## src/lpht_pkg.sv

```systemverilog
// ----------------------------------------------------------------------------
// lpht_pkg
// Shared codes and constants of the linear probing hash table: slot marks,
// request actions, result status codes and the home slot divider step size.
// ----------------------------------------------------------------------------
package lpht_pkg;

  // slot mark codes
  localparam logic [1:0] MARK_NEVER    = 2'd0;
  localparam logic [1:0] MARK_OCCUPIED = 2'd1;
  localparam logic [1:0] MARK_TOMB     = 2'd2;

  // request actions; the unused code is answered as a miss
  localparam logic [1:0] ACT_INSERT = 2'd0;
  localparam logic [1:0] ACT_LOOKUP = 2'd1;
  localparam logic [1:0] ACT_REMOVE = 2'd2;
  localparam logic [1:0] ACT_UNUSED = 2'd3;

  // result status codes
  localparam logic [1:0] STS_NEW       = 2'd0;
  localparam logic [1:0] STS_DONE      = 2'd1;
  localparam logic [1:0] STS_NOT_FOUND = 2'd2;
  localparam logic [1:0] STS_FULL      = 2'd3;

  // key bits retired per cycle by the home slot unit
  localparam int unsigned RADIX_BITS = 4;

  // field widths of the ports
  localparam int unsigned KEY_PORT_BITS   = 32;
  localparam int unsigned VALUE_PORT_BITS = 32;
  localparam int unsigned COUNT_PORT_BITS = 11;

  typedef enum logic [4:0] {
    ST_CLEAR  = 5'b00001,
    ST_IDLE   = 5'b00010,
    ST_HASH   = 5'b00100,
    ST_SCAN   = 5'b01000,
    ST_FINISH = 5'b10000
  } state_t;

endpackage

```

## src/lpht_mod.sv

```systemverilog
// ----------------------------------------------------------------------------
// lpht_mod
// Home slot unit: key modulo SLOTS. A power of two table registers the low
// key bits; any other size runs a restoring remainder RADIX_BITS key bits per
// cycle, most significant bits first.
// ----------------------------------------------------------------------------
module lpht_mod import lpht_pkg::*; #(
  parameter int unsigned SLOTS    = 1024,
  parameter int unsigned KEY_BITS = 32
) (
  input  logic                     clk,
  input  logic                     rst,
  input  logic                     start,
  input  logic [KEY_BITS-1:0]      key,
  output logic                     done,
  output logic [$clog2(SLOTS)-1:0] home
);

  localparam int unsigned IW = $clog2(SLOTS);

  generate
    if ((SLOTS & (SLOTS - 1)) == 0) begin : g_pow2
      logic [IW+KEY_BITS-1:0] key_ext;

      assign key_ext = {{IW{1'b0}}, key};

      // low key bits are the home slot
      always_ff @(posedge clk) begin
        if (rst) begin
          done <= 1'b0;
        end else begin
          done <= start;
        end
      end

      always_ff @(posedge clk) begin
        if (start) begin
          home <= key_ext[IW-1:0];
        end
      end
    end else begin : g_div
      localparam int unsigned STEPS = (KEY_BITS + RADIX_BITS - 1) / RADIX_BITS;
      localparam int unsigned PW    = STEPS * RADIX_BITS;
      localparam int unsigned RW    = IW + 1;
      localparam int unsigned CW    = $clog2(STEPS + 1);
      localparam logic [RW-1:0] SLOTS_R = RW'(SLOTS);
      localparam logic [CW-1:0] LAST_STEP = CW'(STEPS - 1);

      logic [PW-1:0] shreg;
      logic [RW-1:0] rem;
      logic [RW-1:0] rem_next;
      logic [CW-1:0] cnt;
      logic          busy;

      // one digit of restoring remainder
      always_comb begin
        logic [RW-1:0] rr;
        rr = rem;
        for (int i = 0; i < RADIX_BITS; i++) begin
          rr = {rr[RW-2:0], shreg[PW-1-i]};
          if (rr >= SLOTS_R) begin
            rr = rr - SLOTS_R;
          end
        end
        rem_next = rr;
      end

      // step control
      always_ff @(posedge clk) begin
        if (rst) begin
          busy <= 1'b0;
          done <= 1'b0;
          cnt  <= '0;
        end else begin
          done <= 1'b0;
          if (start) begin
            busy <= 1'b1;
            cnt  <= '0;
          end else if (busy) begin
            cnt <= cnt + 1'b1;
            if (cnt == LAST_STEP) begin
              busy <= 1'b0;
              done <= 1'b1;
            end
          end
        end
      end

      // datapath
      always_ff @(posedge clk) begin
        if (start) begin
          shreg <= PW'(key);
          rem   <= '0;
        end else if (busy) begin
          shreg <= {shreg[PW-RADIX_BITS-1:0], {RADIX_BITS{1'b0}}};
          rem   <= rem_next;
        end
      end

      assign home = rem[IW-1:0];
    end
  endgenerate

endmodule

```

## config.mk

```make
export PLATFORM = sky130hd
export DESIGN_NAME = lpht_mod
export DESIGN_NICKNAME = d
export VERILOG_FILES = /design/src/lpht_pkg.sv /design/src/lpht_mod.sv
export SDC_FILE = /design/constraint.sdc
export NUM_CORES = 1
export LEC_CHECK = 0
export BUFFER_PORTS_ARGS = -buffer_cell sky130_fd_sc_hd__buf_2
export CAP_MARGIN = 20
export CORE_AREA = 5 5 42 44
export CTS_CLUSTER_DIAMETER = 50
export DETAILED_ROUTE_END_ITERATION = 8
export DIE_AREA = 0 0 47 49
export GPL_TIMING_DRIVEN = 0
export PLACE_DENSITY = 0.68
export SYNTH_ARGS = -nofsm -noshare
export SYNTH_HDL_FRONTEND = slang
export SYNTH_SLANG_ARGS = --single-unit
export TNS_END_PERCENT = 20
```

## constraint.sdc

```tcl
create_clock -name clk -period 0.85 [get_ports clk]
set_input_delay 0.2125 -clock clk [delete_from_list [all_inputs] [get_ports clk]]
set_output_delay 0.2125 -clock clk [all_outputs]
set_load 0.02 [all_outputs]
```

Word level (Yosys, flattened, before mapping)
Index checks and enable logic that the tools add are counted.
{"block": "word_totals", "register_bits": 11, "inputBits": 35, "out_inout_bits": 11, "elab_cells": 2}

Logic depth before layout (Yosys ltp)
{"block": "logic_depth", "depth_word": 0, "ltp_mapped": 1, "ltp_nobuf": 1}

Worst setup path before layout
Ideal clock, no wire load.
{"block": "synth_timing", "path_kind": "register to output", "from": "register home[0]", "to": "output home[0]", "arrival_ns": 0.449, "t_required_ns": 0.637, "path_slack_ns": 0.188, "stages_incl_launch_ff": 1, "path_buffers": 0, "cell_sequence": "edfxtp_1"}
{"element": "from (decl)", "line": "lpht_mod.sv:16", "source": "output logic [$clog2(SLOTS)-1:0] home"}
{"element": "from (signal assigned)", "line": "lpht_mod.sv:38", "source": "home <= key_ext[IW-1:0];"}
No word-level cell between the ends.

Worst setup path after layout
{"block": "layout_timing", "from": "register home[1]", "to": "output home[1]"}
No word-level cell between the ends.

==> impl_metrics.toml <==
[synth]
netlist_area_um2 = 334
syn-num-nets = 47
yosys_warnings = 0
ys_top_cells_by_area = "edfxtp_1, dfxtp_1, nor2b_4"
ys_seq_area_frac = 0.959
yosysTopAreaCellShare = 0.899
syn_inst = 12
ys_seq_elements = 11
synth.distinct_cells = 3
yosys.area.top_type = "edfxtp_1"
syn_area_per_cell_um2 = 27.8

[pwr]
p_leak_nw = 0.228
p_per_area_nw_per_um2 = 2170
peakVddDrop_mv = 0.622

[floorplanning]
core_um2 = 1400
initial_utilization = 0.238
io-pin-count = 46
die_y_um = 49
fp.dieW_um = 47
dieArea_um2 = 2300
std_cell_rows = 14

[drt]
post-route-drc-count = 0
route.vias.total = 204
wl_um = 621
wl_per_cell_um = 11.3
via_per_inst = 3.71
drt.antenna.violating_nets = 0
drtIter0Drc = 2
drt_pre_antenna_iters = 2

[setup_path]
required_ns = 0.64
path_cells = "buf_6"
cpMaxStageDelayCell = "edfxtp_1"
cp_slowest_stage_delay_ns = 0.38
arrival_ns = 0.78
path_class = "reg -> out"
critPathMaxFanout = 1
path_delay_family = "flip-flops"
worstSetupStartpointType = "register"
worst_setup_path_end_kind = "primary output"
path_buf_inv = 1

[sta]
worst_slew_pin_slew_ns = 0.239
slew_violations = 0
worst_slack_ns = -0.145
slew_headroom = 0.841
timing.final.crit_share = 1.17
rsz0062_at_grt = "true"
setup_viol = 11
hold_viol = 0
fin_crit_ns = 0.995
max_freq_mhz = 1000

[clock_tree]
cts_buffer_depth = 2
cts_buffers = 3
clk_pin_slew_worst_paths_ns = 0.07
h-tree-depth = 1
cts_tree = "yes"
ctsHoldBuffers = 0
cts_sinks = 11
cts_root_buf = "clkbuf_4"

[layout]
fin_nets = 75
area_delta_synth_final_pct = 56.2
mostFrequentLayoutCells = "buf_2, edfxtp_1, buf_6"
drive_above_1_share = 0.718
n_fill_cell = 142
final_cell_area_um2 = 522
antennaDiodeCount = 0
final_common_cell = "buf_2"

[place]
routabilityCongestion = 0.555
portBuffers = 23
pre_cts_ws_ns = 0.0703
postPlaceCellArea_um2 = 469

[global_routing]
grt_pass1_vias = 211
grt_max_degree = 12
grt_usage = 0.0622
gr-usage-met1 = 0.0624
grt.busiest_layer = "met2"
grt_use_met3 = 0.0295
use_met2 = 0.0905
grt_first_pass_wirelength_um = 952
antenna_found_initial = 0
overflow = 0

[flow_run]
drv_cap = 0

[status]
status = "finished with violations"
violations = "negative setup slack"

[worst_hold_path]
hold_class = "in -> reg"
==> synthesized netlist by cell type <==
master / count
nor2b_4: 1
dfxtp_1: 1
edfxtp_1: 10
==> report_power, final <==
part / switching, W / internal, W
Clock: 0.000157 / 0.000181
Sequential: 0.0000103 / 0.000636
Combinational: 0.0000825 / 0.0000646
==> timing repair <==
| action | 4_1_cts | 5_1_grt |
|---|---|---|
| endpoints found under the setup margin | 11 | 11 |
| endpoints found under the hold margin | 0 | 0 |
| gates resized for setup | 5 | 4 |
| setup buffers | 0 | 0 |
==> metrics by stage <==
stage                     TNS (ns)  hold slack [ns]  utilization  std cells  total power, W
after global placement           0            0.390        0.335         51        0.000786
after CTS                    -1.61            0.107        0.363         55         0.00114
after floorplan                  0            0.277            -         12        0.000717
after global routing         -1.89            0.104        0.372         55         0.00120
final                        -1.43            0.119        0.372         55         0.00113
after detailed placement         0            0.391        0.335         51        0.000789
==> state kept, by name, indices dropped and copies added (netlist names) <==
| name | cells |
|---|---|
| done | 1 |
| home | 10 |
==> worst paths after layout <==
| kind | startpoint | end | slack, ns | depth (start not counted) |
|---|---|---|---|---|
| hold / removal | rst | done | 0.12 | 2 |
| setup / recovery | home[1] | home[1] | -0.15 | 1 |
==> cell type report <==
cell class	instances	area (µm²)	share of cell area
Timing Repair Buffer	23	140	0.269
Tap cell	16	20.0	0.0384
Sequential cell	11	322	0.616
Clock buffer	4	26.3	0.0504
Multi-Input combinational cell	1	13.8	0.0264
==> layer usage <==
layer,up-vias,wire (µm)
met5,-,0
met4,0,0
met3,0,78
met2,11,317
met1,93,225
li1,100,-
==> kinds of logic (layout without fill, tap and decap cells) <==
logic type | after synthesis | count (layout) | synth area share
flops | 11 | 11 | 0.959
simple gates | 1 | 1 | 0.0412
buf+inv | 0 | 27 | 0
No activity file was read; power rests on OpenSTA's default activity.
