File: src/lpht_ram.sv
// ----------------------------------------------------------------------------
// lpht_ram
// Generic simple dual port RAM: one write port, one read port with the read
// data registered.
// ----------------------------------------------------------------------------
module lpht_ram #(
  parameter int unsigned WIDTH = 8,
  parameter int unsigned DEPTH = 16
) (
  input  logic                     clk,
  input  logic                     we,
  input  logic [$clog2(DEPTH)-1:0] waddr,
  input  logic [WIDTH-1:0]         wdata,
  input  logic [$clog2(DEPTH)-1:0] raddr,
  output logic [WIDTH-1:0]         rdata
);

  logic [WIDTH-1:0] mem [DEPTH];

  // write port
  always_ff @(posedge clk) begin
    if (we) begin
      mem[waddr] <= wdata;
    end
  end

  // registered read port
  always_ff @(posedge clk) begin
    rdata <= mem[raddr];
  end

endmodule

File: config.mk
export PLATFORM = sky130hd
export DESIGN_NAME = lpht_ram
export DESIGN_NICKNAME = d
export VERILOG_FILES = /design/src/lpht_ram.sv
export SDC_FILE = /design/constraint.sdc
export NUM_CORES = 1
export LEC_CHECK = 0
export BUFFER_PORTS_ARGS = -buffer_cell sky130_fd_sc_hd__buf_4
export CORE_ASPECT_RATIO = 0.6
export CORE_UTILIZATION = 60
export CTS_BUF_LIST = sky130_fd_sc_hd__clkbuf_4 sky130_fd_sc_hd__clkbuf_8 sky130_fd_sc_hd__clkbuf_16
export CTS_CLUSTER_SIZE = 20
export DETAILED_ROUTE_END_ITERATION = 12
export PLACE_DENSITY = 0.78
export SKIP_LAST_GASP = 1
export SLEW_MARGIN = 5
export SYNTH_ARGS = -nofsm -noshare
export SYNTH_HDL_FRONTEND = slang
export SYNTH_SLANG_ARGS = --single-unit
File: constraint.sdc
create_clock -name clk -period 2.3 [get_ports clk]
set_input_delay 0.46 -clock clk [delete_from_list [all_inputs] [get_ports clk]]
set_output_delay 0.46 -clock clk [all_outputs]
set_load 0.02 [all_outputs]
Word level (Yosys, flattened, before mapping):

Memories as Yosys holds them, arrays and structs flattened. A register that Yosys moved wholly into a read port is not among the register bits.
Index checks and enable logic that the tools add are counted.
Widths: inputs -> output; s select.

* multiplexer cells: 2

Operators with widths (number)
* $mux 1: 2

* bits in registers: 0
* RAM bits: 128
* input bits: 18
* output and inout port bits: 8
* logic and storage cells: 3
* memories kept: 1

Memories
* mem: depth 16, bits a word 8, rd ports 1, clocked after Yosys merged registers in 1, wr ports 1, RTL line 18 `logic [WIDTH-1:0] mem [DEPTH];`

Logic depth before layout (Yosys ltp):

Gate-level depths: netlist of the first run.

* depth after elaboration: 2
* gate-level depth with buffers: 5

Worst setup path before layout of the first run:

OpenSTA, ideal clock, no wires.

* path kind: in2reg
* start: in waddr[2]
* end: mem mem[0][0] (enable)
* arrival time: 1.570 ns
* data required time: 1.917 ns
* slack: 0.347 ns
* stages on the path: 2
* path through: or3b_2 -> nor3_1

RTL lines
* start: declaration: RTL line 12 `input logic [$clog2(DEPTH)-1:0] waddr,`
* end: declaration: RTL line 18

No word-level cell before the write port.

==> results of run 1 <==
cell usage in the layout, fill, tap and decap left out:
cell type	count
a22oi_1	16
mux4_1	14
and2b_1	1
edfxtp_1	128
clkbuf_16	17
clkinv_1	1
nand3_1	1
bufinv_16	4
nand3b_1	2
nand2b_1	2
and2_1	1
nand2_1	9
clkinv_2	5
or3b_2	1
mux4_2	18
clkinvlp_4	1
dfxtp_1	8
nor2_1	13
nor2b_1	1
nor3_1	4
clkbuf_4	4
buf_12	1
buf_4	44
registers in the layout, indices dropped and copies added (netlist names):
register	flops
rdata	8
mem	128
cell families after synthesis:
kind of cell	Yosys count	share of synthesized area, %
compound gates	16	2.33
buf+inv	10	1.68
flops	136	77.8
mux	32	15.0
simple gates	35	3.18
power breakdown:
part | leakage (nW) | switching (mW) | internal, mW | total (mW)
Clock | 0.306 | 0.957 | 1.85 | 2.80
Combinational | 0.601 | 0.164 | 0.129 | 0.292
Sequential | 1.22 | 0.0175 | 2.77 | 2.79
final cells by class:
cell class,instances,area [um2],share of cell area [%]
repair buffers,45,350,5.69
multi-input cells,83,1060,17.2
clock inverters,11,156,2.54
clock buffers,21,455,7.40
flip-flops and latches,136,4000,65.0
well taps,108,135,2.19
worst min-delay path by stage:
stage,slack [ns],start,to
2_1_floorplan,0.56,wdata[0],mem[0][0]
3_5_place_dp,0.66,mem[6][4],rdata[4]
6_report,0.35,wdata[1],mem[11][1]
5_1_grt,0.35,wdata[1],mem[11][1]
4_1_cts,0.34,wdata[1],mem[14][1]
3_3_place_gp,0.65,mem[6][4],rdata[4]
worst reg2reg max path, cell delays in order (launching register included):
cell and delay [ns]:
edfxtp_1 0.38, mux4_1 0.54, a22oi_1 0.27, nand2_1 0.09
stage by stage:
step                      area [um2]  power (mW)  utilization, %  setup slack [ns]  std cells
after floorplan                 5150        3.00               -             0.347        229
after detailed placement        5550        3.13            68.5             0.352        372
after global placement          5550        3.12            68.5             0.340        372
final                           6160        5.88            76.0             0.766        404
after CTS                       6160        5.92            76.0             0.757        404
after global routing            6160        6.03            76.0             0.704        404
per-layer routing:
layer | wire [um] | up-vias | share of wire [%]
li1 | - | 1078 | -
met1 | 4410 | 1336 | 43
met2 | 4970 | 115 | 48
met3 | 781 | 16 | 7.6
met4 | 145 | 0 | 1.4
met5 | 0 | - | 0
==> results.sh, run 1 <==
export IMPL_crit_required_ns=2.59
export IMPL_hpwlAfterDp_um=5990
export IMPL_gp_congestion=0.801
export IMPL_finalSetupTns_ns=0
export IMPL_hold_slack_ns=0.355
export IMPL_syn2layout_area_growth_pct=19.6
export IMPL_timing_rr_end="rdata[3]"
export IMPL_cellLeakagePower_nw=2.13
export IMPL_yosysUniqueCellTypes=19
export IMPL_synth_seq_cells=136
export IMPL_clockBufferDepth=2
export IMPL_start_util_pct=63.5
export IMPL_fin_crit_ns=1.53
export IMPL_crit_end="rdata[5]"
export IMPL_viasPerCell=6.30
export IMPL_hp_class="input pin to register"
export IMPL_cp_startpoint="raddr[0]"
export IMPL_setup_viol=0
export IMPL_crit_path_top_delay_cell="mux4_1"
export IMPL_syn_nets=247
export IMPL_grt_pass1_vias=2613
export IMPL_clk_pin_slew_ns=0.06
export IMPL_ys_top_cells_by_count="edfxtp_1, mux4_2, a22oi_1, mux4_1, nor2_1"
export IMPL_grt_most_used_layer="met2"
export IMPL_worstSetupPathType="input pin to register"
export IMPL_hold_path_depth=1
export IMPL_drv_slew=0
export IMPL_antenna_found_initial=0
export IMPL_nets=301
export IMPL_cp_max_fo=14
export IMPL_ir_drop_v=0.000650
export IMPL_grt_start_max_net_pins=33
export IMPL_yosys_warnings=0
export IMPL_cp_end_kind="register"
export IMPL_startpoint_type="input pin"
export IMPL_syn_mean_instance_area_um2=22.5
export IMPL_port_buffers=25
export IMPL_rsz0062_at_grt="no"
export IMPL_grt_util_met3_pct=7.84
export IMPL_cts_hold_buffers=0
export IMPL_timing_final_crit_share_pct=66.7
export IMPL_pin_count=26
export IMPL_cts_resized=0
export IMPL_overflow=0
export IMPL_status="completed"
export IMPL_tightest_slew_ns=0.770
export IMPL_synth_area_mm2=0.00515
export IMPL_cts_tree="done"
export IMPL_final_setup_skew_ns=0.00690
export IMPL_clock_sinks=136
export IMPL_r2r_start="mem[10][3]"
export IMPL_yosysMostFrequentCell="edfxtp_1"
export IMPL_cts_max_level=4
export IMPL_drt_iter0_markers=241
export IMPL_netlist_top_cells_area="edfxtp_1, mux4_2, mux4_1"
export IMPL_rows=25
export IMPL_power_density_mw_per_mm2=955
export IMPL_vias=2545
export IMPL_cts_setup_buffers=0
export IMPL_seq_area_frac_synth_pct=77.8
export IMPL_drive_gt1_share_pct=32.1
export IMPL_antenna_left=0
export IMPL_cp_slowest_stage_delay_ns=0.58
export IMPL_synth_area_leader_cell="edfxtp_1"
export IMPL_diodes=0
export IMPL_core_mm2=0.00810
export IMPL_cp_buffers_inverters=2
export IMPL_post_route_drc_count=0
export IMPL_netlist_area_leader_share_pct=74.7
export IMPL_r2r_cells=3
export IMPL_die_w_um=122
export IMPL_die_h_um=73.7
export IMPL_hold_viol=0
export IMPL_gr_usage_met1_pct=36.5
export IMPL_cp_depth=5
export IMPL_crit_family="multiplexers"
export IMPL_finalWirelength_um=10300
export IMPL_cap_violations=0
export IMPL_synthArstFlopShare_pct=0
export IMPL_die_area_mm2=0.00897
export IMPL_routedWlPerCell_um=25.5
export IMPL_first_pass_iters=4
export IMPL_grt_pass1_wl_um=15600
export IMPL_slew_headroom_pct=48.5
export IMPL_track_usage_pct=26.5
export IMPL_cts_buffers=17
export IMPL_max_freq_mhz=652
export IMPL_synthCells=229
export IMPL_r2r_slack_ns=0.91
export IMPL_fillCellCount=425
export IMPL_cts_root_buf="clkbuf_16"
export IMPL_cp_arrival_ns=1.83
export IMPL_synth_edf_count=128
export IMPL_worstPathCellList="buf_4 -> buf_12 -> mux4_1 -> a22oi_1 -> nand2_1"
export IMPL_clk_latency_ns=0.41
export IMPL_use_met2_pct=40.7
export IMPL_synthFlopType="edfxtp_1"
Note: power is estimated with default switching activity, not from simulation.
==> inputs of run 2 (changes only) <==
Clock period 2.3 ns to 1.45 ns, I/O delays scaled along.
==> run 2 against run 1 <==
- sequential power is 59% higher
- first-iteration DRC count increased by 12%
- worst setup slack lost 0.67 ns
- sequential share of layout area is 0.73 points lower
- count of clock-buffer cells in the layout rose by 2
- clock power increased by 49%
- register-to-register slack got worse by 0.82 ns
- final cell count grew 2.2%
- clock skew about the same
- critical endpoint is now rdata[2]
==> results.sh, run 2 (synthesis results as in run 1) <==
export IMPL_status="completed"
export IMPL_first_pass_iters=4
export IMPL_p_switching_mw=1.77
export IMPL_drt_iter0_markers=271
export IMPL_layout_cells_non_filler=413
export IMPL_overflow=0
export IMPL_fillCellCount=440
export IMPL_crit_family="multiplexers"
export IMPL_dpl_cell_area_mm2=0.00564
export IMPL_setup_viol=0
export IMPL_seq_power_share_pct=48.7
export IMPL_mostFrequentLayoutCell="edfxtp_1"
export IMPL_final_setup_skew_ns=0.00710
export IMPL_dp_cells=381
export IMPL_cp_buffers_inverters=0
export IMPL_die_h_um=73.7
export IMPL_power_density_mw_per_mm2=1460
export IMPL_worstSetupPathType="register to register"
export IMPL_clockBufferDepth=2
export IMPL_finalWirelength_um=9710
export IMPL_cp_slowest_stage_delay_ns=0.51
export IMPL_cts_setup_buffers=0
export IMPL_rows=25
export IMPL_internal_power_mw=7.32
export IMPL_clk_pin_slew_ns=0.05
export IMPL_startpoint_type="register"
export IMPL_syn2layout_area_growth_pct=21.0
export IMPL_crit_required_ns=1.74
export IMPL_most_common_layout_cells="edfxtp_1, buf_4, mux4_2"
export IMPL_port_buffers=25
export IMPL_max_freq_mhz=738
export IMPL_routedWlPerCell_um=23.5
export IMPL_cp_max_fo=1
export IMPL_cellLeakagePower_nw=2.16
export IMPL_antenna_found_initial=0
export IMPL_worstPathCellList="mux4_1 -> a22oi_1 -> nand2_1"
export IMPL_place_ws_ns=-0.190
export IMPL_hold_viol=0
export IMPL_crit_path_top_delay_cell="mux4_1"
export IMPL_post_route_drc_count=0
export IMPL_r2r_slack_ns=0.09
export IMPL_grt_pass1_vias=2547
export IMPL_cp_end_kind="register"
export IMPL_p_comb_share_pct=5.2
export IMPL_switching_share_pct=19.5
export IMPL_clock_sinks=136
export IMPL_fin_crit_ns=1.36
export IMPL_top_register="mem"
export IMPL_cts_hold_buffers=0
export IMPL_cts_tree="done"
export IMPL_core_mm2=0.00810
export IMPL_hpwlAfterDp_um=6150
export IMPL_cts_buffers=17
export IMPL_ir_drop_v=0.000826
export IMPL_clk_latency_ns=0.41
export IMPL_antenna_left=0
export IMPL_cts_root_buf="clkbuf_16"
export IMPL_setup_ws_ns=0.0946
export IMPL_slew_headroom_pct=47.1
export IMPL_viasPerCell=6.10
export IMPL_gp_congestion=0.738
export IMPL_pin_count=26
export IMPL_cts_max_level=4
export IMPL_cp_arrival_ns=1.65
export IMPL_cap_violations=0
export IMPL_grt_start_max_net_pins=17
export IMPL_drv_slew=0
export IMPL_timing_final_crit_share_pct=93.5
export IMPL_vias=2520
export IMPL_largest_reg_flops=128
export IMPL_diodes=0
export IMPL_start_util_pct=63.5
export IMPL_drive_gt1_share_pct=34.8
export IMPL_die_w_um=122
export IMPL_final_area_mm2=0.00623
export IMPL_tightest_slew_ns=0.792
export IMPL_nets=310
export IMPL_rsz0062_at_grt="no"
export IMPL_final_core_util_pct=76.9
export IMPL_largestRegisters="mem (128), rdata (8)"
export IMPL_track_usage_pct=25.3
export IMPL_grt_pass1_wl_um=14900
export IMPL_cts_resized=0
export IMPL_hp_class="input pin to register"
export IMPL_die_area_mm2=0.00897
export IMPL_pwr_share_clk_pct=46.0
==> run 2: cell count changes in the layout (fill, tap and decap cells not counted), moves of 2 or more <==
cell	before	now
buf_4	44	52
bufinv_16	4	2
clkbuf_8	0	3
clkinv_2	5	3
nor3_1	4	1
nor3_2	0	3
==> run 2: path summary, 6_finish.rpt <==
kind	to	cells past startpoint	start
setup reg to reg	rdata[2]	3	mem[3][2]
hold / removal	mem[13][2]	1	wdata[2]
hold reg to reg	rdata[5]	3	mem[8][5]
setup / recovery	rdata[2]	3	mem[3][2]
==> run 2: power by group through the flow <==
stage	Sequential [mW]	Combinational, mW	Clock, mW
3_3_place_gp	4.50	0.467	0
2_1_floorplan	4.53	0.224	0
6_report	4.43	0.477	4.18
3_5_place_dp	4.50	0.480	0
5_1_grt	4.43	0.514	4.38
4_1_cts	4.43	0.484	4.25
==> run 2: metal layers <==
layer | up-vias | part of all wire [%] | global-route usage, % | routed length (um)
met5 | - | 0 | 0 | 0
met4 | 0 | 1.1 | 9.88 | 110
met3 | 11 | 10 | 7.69 | 968
met2 | 120 | 46 | 35.7 | 4440
met1 | 1288 | 43 | 37.6 | 4190
li1 | 1101 | - | - | -
==> run 2: metrics by stage <==
| step | total power [mW] | setup TNS [ns] | hold slack [ns] |
|---|---|---|---|
| after floorplan | 4.75 | -3.26 | 0.389 |
| after global placement | 4.97 | -3.34 | 0.594 |
| after detailed placement | 4.98 | -4.61 | 0.609 |
| after CTS | 9.16 | 0 | 0.172 |
| after global routing | 9.33 | 0 | 0.188 |
| final | 9.09 | 0 | 0.188 |
==> run 2: layout make-up <==
class | count | area, um2 | share of cell area (%)
sequential | 136 | 4000 | 64.3
multi-input combinational | 83 | 1070 | 17.2
clock buffer | 23 | 489 | 7.85
timing repair buffer | 54 | 430 | 6.91
tap | 108 | 135 | 2.17
clock inverter | 9 | 97.6 | 1.57
==> inputs of run 3 (changes only) <==
Settings changed: ABC_AREA from default to 1.
==> run 3 against run 2 <==
- fmax up 13%
- global-route usage up 4.4 points
- highest routed layer unchanged
- critical path type is now register to output port
- total power up 6.7%
- combinational power up 32%
- non-clock buffer count down 3
==> results.sh, run 3 <==
export IMPL_yosysUniqueCellTypes=12
export IMPL_hold_end="rdata[5]"
export IMPL_die_area_mm2=0.0100
export IMPL_worstSetupPathType="register to output port"
export IMPL_tightest_slew_ns=0.478
export IMPL_clk_latency_ns=0.42
export IMPL_gp_congestion=0.829
export IMPL_netlist_top_cells_area="edfxtp_1, nand2_1, nand3_1"
export IMPL_grt_start_max_net_pins=53
export IMPL_synth_seq_cells=136
export IMPL_finalWirelength_um=13500
export IMPL_synth_edf_count=128
export IMPL_antenna_found_initial=0
export IMPL_finalSetupTns_ns=0
export IMPL_hp_class="input pin to register"
export IMPL_cts_buffers=17
export IMPL_synthCells=551
export IMPL_netlist_area_leader_share_pct=66.7
export IMPL_hpwlAfterDp_um=8190
export IMPL_most_common_layout_cells="nand2_1, edfxtp_1, inv_1"
export IMPL_cts_hold_buffers=0
export IMPL_track_usage_pct=29.8
export IMPL_first_pass_iters=5
export IMPL_drv_slew=0
export IMPL_setup_viol=0
export IMPL_mostFrequentLayoutCell="nand2_1"
export IMPL_cts_root_buf="clkbuf_16"
export IMPL_cts_resized=0
export IMPL_final_setup_skew_ns=0.00997
export IMPL_p_switching_mw=2.01
export IMPL_crit_path_top_delay_cell="dfxtp_1"
export IMPL_clock_sinks=136
export IMPL_clk_pin_slew_ns=0.05
export IMPL_clockBufferDepth=2
export IMPL_setup_ws_ns=0.247
export IMPL_synthArstFlopShare_pct=0
export IMPL_r2r_slack_ns=0.37
export IMPL_drt_iter0_markers=447
export IMPL_core_mm2=0.00926
export IMPL_ys_top_cells_by_count="nand2_1, edfxtp_1, inv_1, nand3_1, nor2_1"
export IMPL_r2r_start="mem[1][5]"
export IMPL_seq_area_frac_synth_pct=69.4
export IMPL_final_core_util_pct=74.0
export IMPL_pin_count=26
export IMPL_cp_buffers_inverters=1
export IMPL_syn_nets=569
export IMPL_timing_final_crit_share_pct=83.0
export IMPL_crit_family="flip-flops"
export IMPL_hold_path_depth=3
export IMPL_syn_mean_instance_area_um2=10.5
export IMPL_ir_drop_v=0.00136
export IMPL_rsz0062_at_grt="no"
export IMPL_hold_slack_ns=0.214
export IMPL_die_h_um=77.9
export IMPL_cap_violations=0
export IMPL_largestRegisters="mem (128), rdata (8)"
export IMPL_cp_slowest_stage_delay_ns=0.35
export IMPL_top_register="mem"
export IMPL_seq_power_share_pct=45.6
export IMPL_timing_rr_end="rdata[5]"
export IMPL_hold_viol=0
export IMPL_synthFlopType="edfxtp_1"
export IMPL_cp_end_kind="output port"
export IMPL_grt_pass1_vias=3627
export IMPL_place_ws_ns=0.0793
export IMPL_cts_tree="done"
export IMPL_drive_gt1_share_pct=13.8
export IMPL_fin_crit_ns=1.20
export IMPL_routedWlPerCell_um=18.2
export IMPL_port_buffers=25
export IMPL_overflow=0
export IMPL_start_util_pct=62.3
export IMPL_antenna_left=0
export IMPL_worstPathCellList="buf_4"
export IMPL_yosysMostFrequentCell="nand2_1"
export IMPL_post_route_drc_count=0
export IMPL_max_freq_mhz=831
export IMPL_synth_area_leader_cell="edfxtp_1"
export IMPL_status="completed"
export IMPL_fillCellCount=622
export IMPL_power_density_mw_per_mm2=1410
export IMPL_crit_required_ns=1.16
export IMPL_slew_headroom_pct=68.1
export IMPL_grt_pass1_wl_um=20600
export IMPL_cts_setup_buffers=0
export IMPL_switching_share_pct=20.8
export IMPL_hp_start="raddr[3]"
export IMPL_cellLeakagePower_nw=3.01
export IMPL_r2r_cells=6
export IMPL_cp_arrival_ns=0.91
export IMPL_internal_power_mw=7.68
export IMPL_nets=615
export IMPL_pwr_share_clk_pct=47.9
export IMPL_viasPerCell=5.38
export IMPL_p_comb_share_pct=6.5
export IMPL_synth_area_mm2=0.00577
export IMPL_syn2layout_area_growth_pct=18.8
export IMPL_yosys_warnings=0
export IMPL_cts_max_level=4
export IMPL_largest_reg_flops=128
export IMPL_startpoint_type="register"
export IMPL_diodes=0
export IMPL_die_w_um=129
export IMPL_vias=3979
export IMPL_cp_max_fo=1
export IMPL_rows=27
run 3: cell count changes after synthesis, sizes merged, moves of 2 or more:
cell and delta:
a22oi -16, buf +17, clkdlybuf4s25 -3, inv +102, mux4 -32, nand2 +164
nand2b -2, nand3 +96, nor2 +4, nor3 -4
run 3: worst max path at each step:
stage / cells after the start / endpoint / from / slack, ns
after floorplan: 2 / mem[10][0] / waddr[2] / 0.21
after global placement: 6 / rdata[1] / raddr[2] / 0.08
after detailed placement: 6 / rdata[1] / raddr[2] / 0.08
after CTS: 1 / rdata[6] / rdata[6] / 0.24
after global routing: 1 / rdata[6] / rdata[6] / 0.22
final: 1 / rdata[6] / rdata[6] / 0.25
run 3: power groups by stage:
stage / clock, mW / combinational, mW / sequential, mW
final: 4.64 / 0.628 / 4.42
after global routing: 4.86 / 0.683 / 4.43
after CTS: 4.68 / 0.621 / 4.42
after detailed placement: 0 / 0.612 / 4.50
after global placement: 0 / 0.597 / 4.50
after floorplan: 0 / 0.310 / 4.53
run 3: layer usage:
| metal | track usage [%] | part of all wire, % | vias up |
|---|---|---|---|
| li1 | - | - | 1865 |
| met1 | 46.1 | 45 | 1858 |
| met2 | 40.3 | 43 | 239 |
| met3 | 8.34 | 10 | 17 |
| met4 | 9.41 | 1.6 | 0 |
| met5 | 0 | 0 | - |
run 3: through the flow:
step           std cells  instance area, um2  total power [mW]
2_1_floorplan        551                5770              4.84
3_3_place_gp         708                6210              5.10
3_5_place_dp         708                6210              5.12
4_1_cts              740                6850              9.73
5_1_grt              740                6850              9.97
6_report             740                6850              9.69
run 3: area by class of cell:
cell class | instances | area (um2) | area share [%]
Timing Repair Buffer | 51 | 445 | 6.50
Tap cell | 130 | 163 | 2.37
Multi-Input combinational cell | 289 | 1210 | 17.7
Inverter | 102 | 383 | 5.59
Sequential cell | 136 | 4000 | 58.4
Clock buffer | 19 | 440 | 6.43
Clock inverter | 13 | 201 | 2.94
run 3: cells by family after synthesis:
family	count (synthesis)	synth area share, %
buf+inv	126	9.52
simple gates	289	21.0
flops	136	69.4
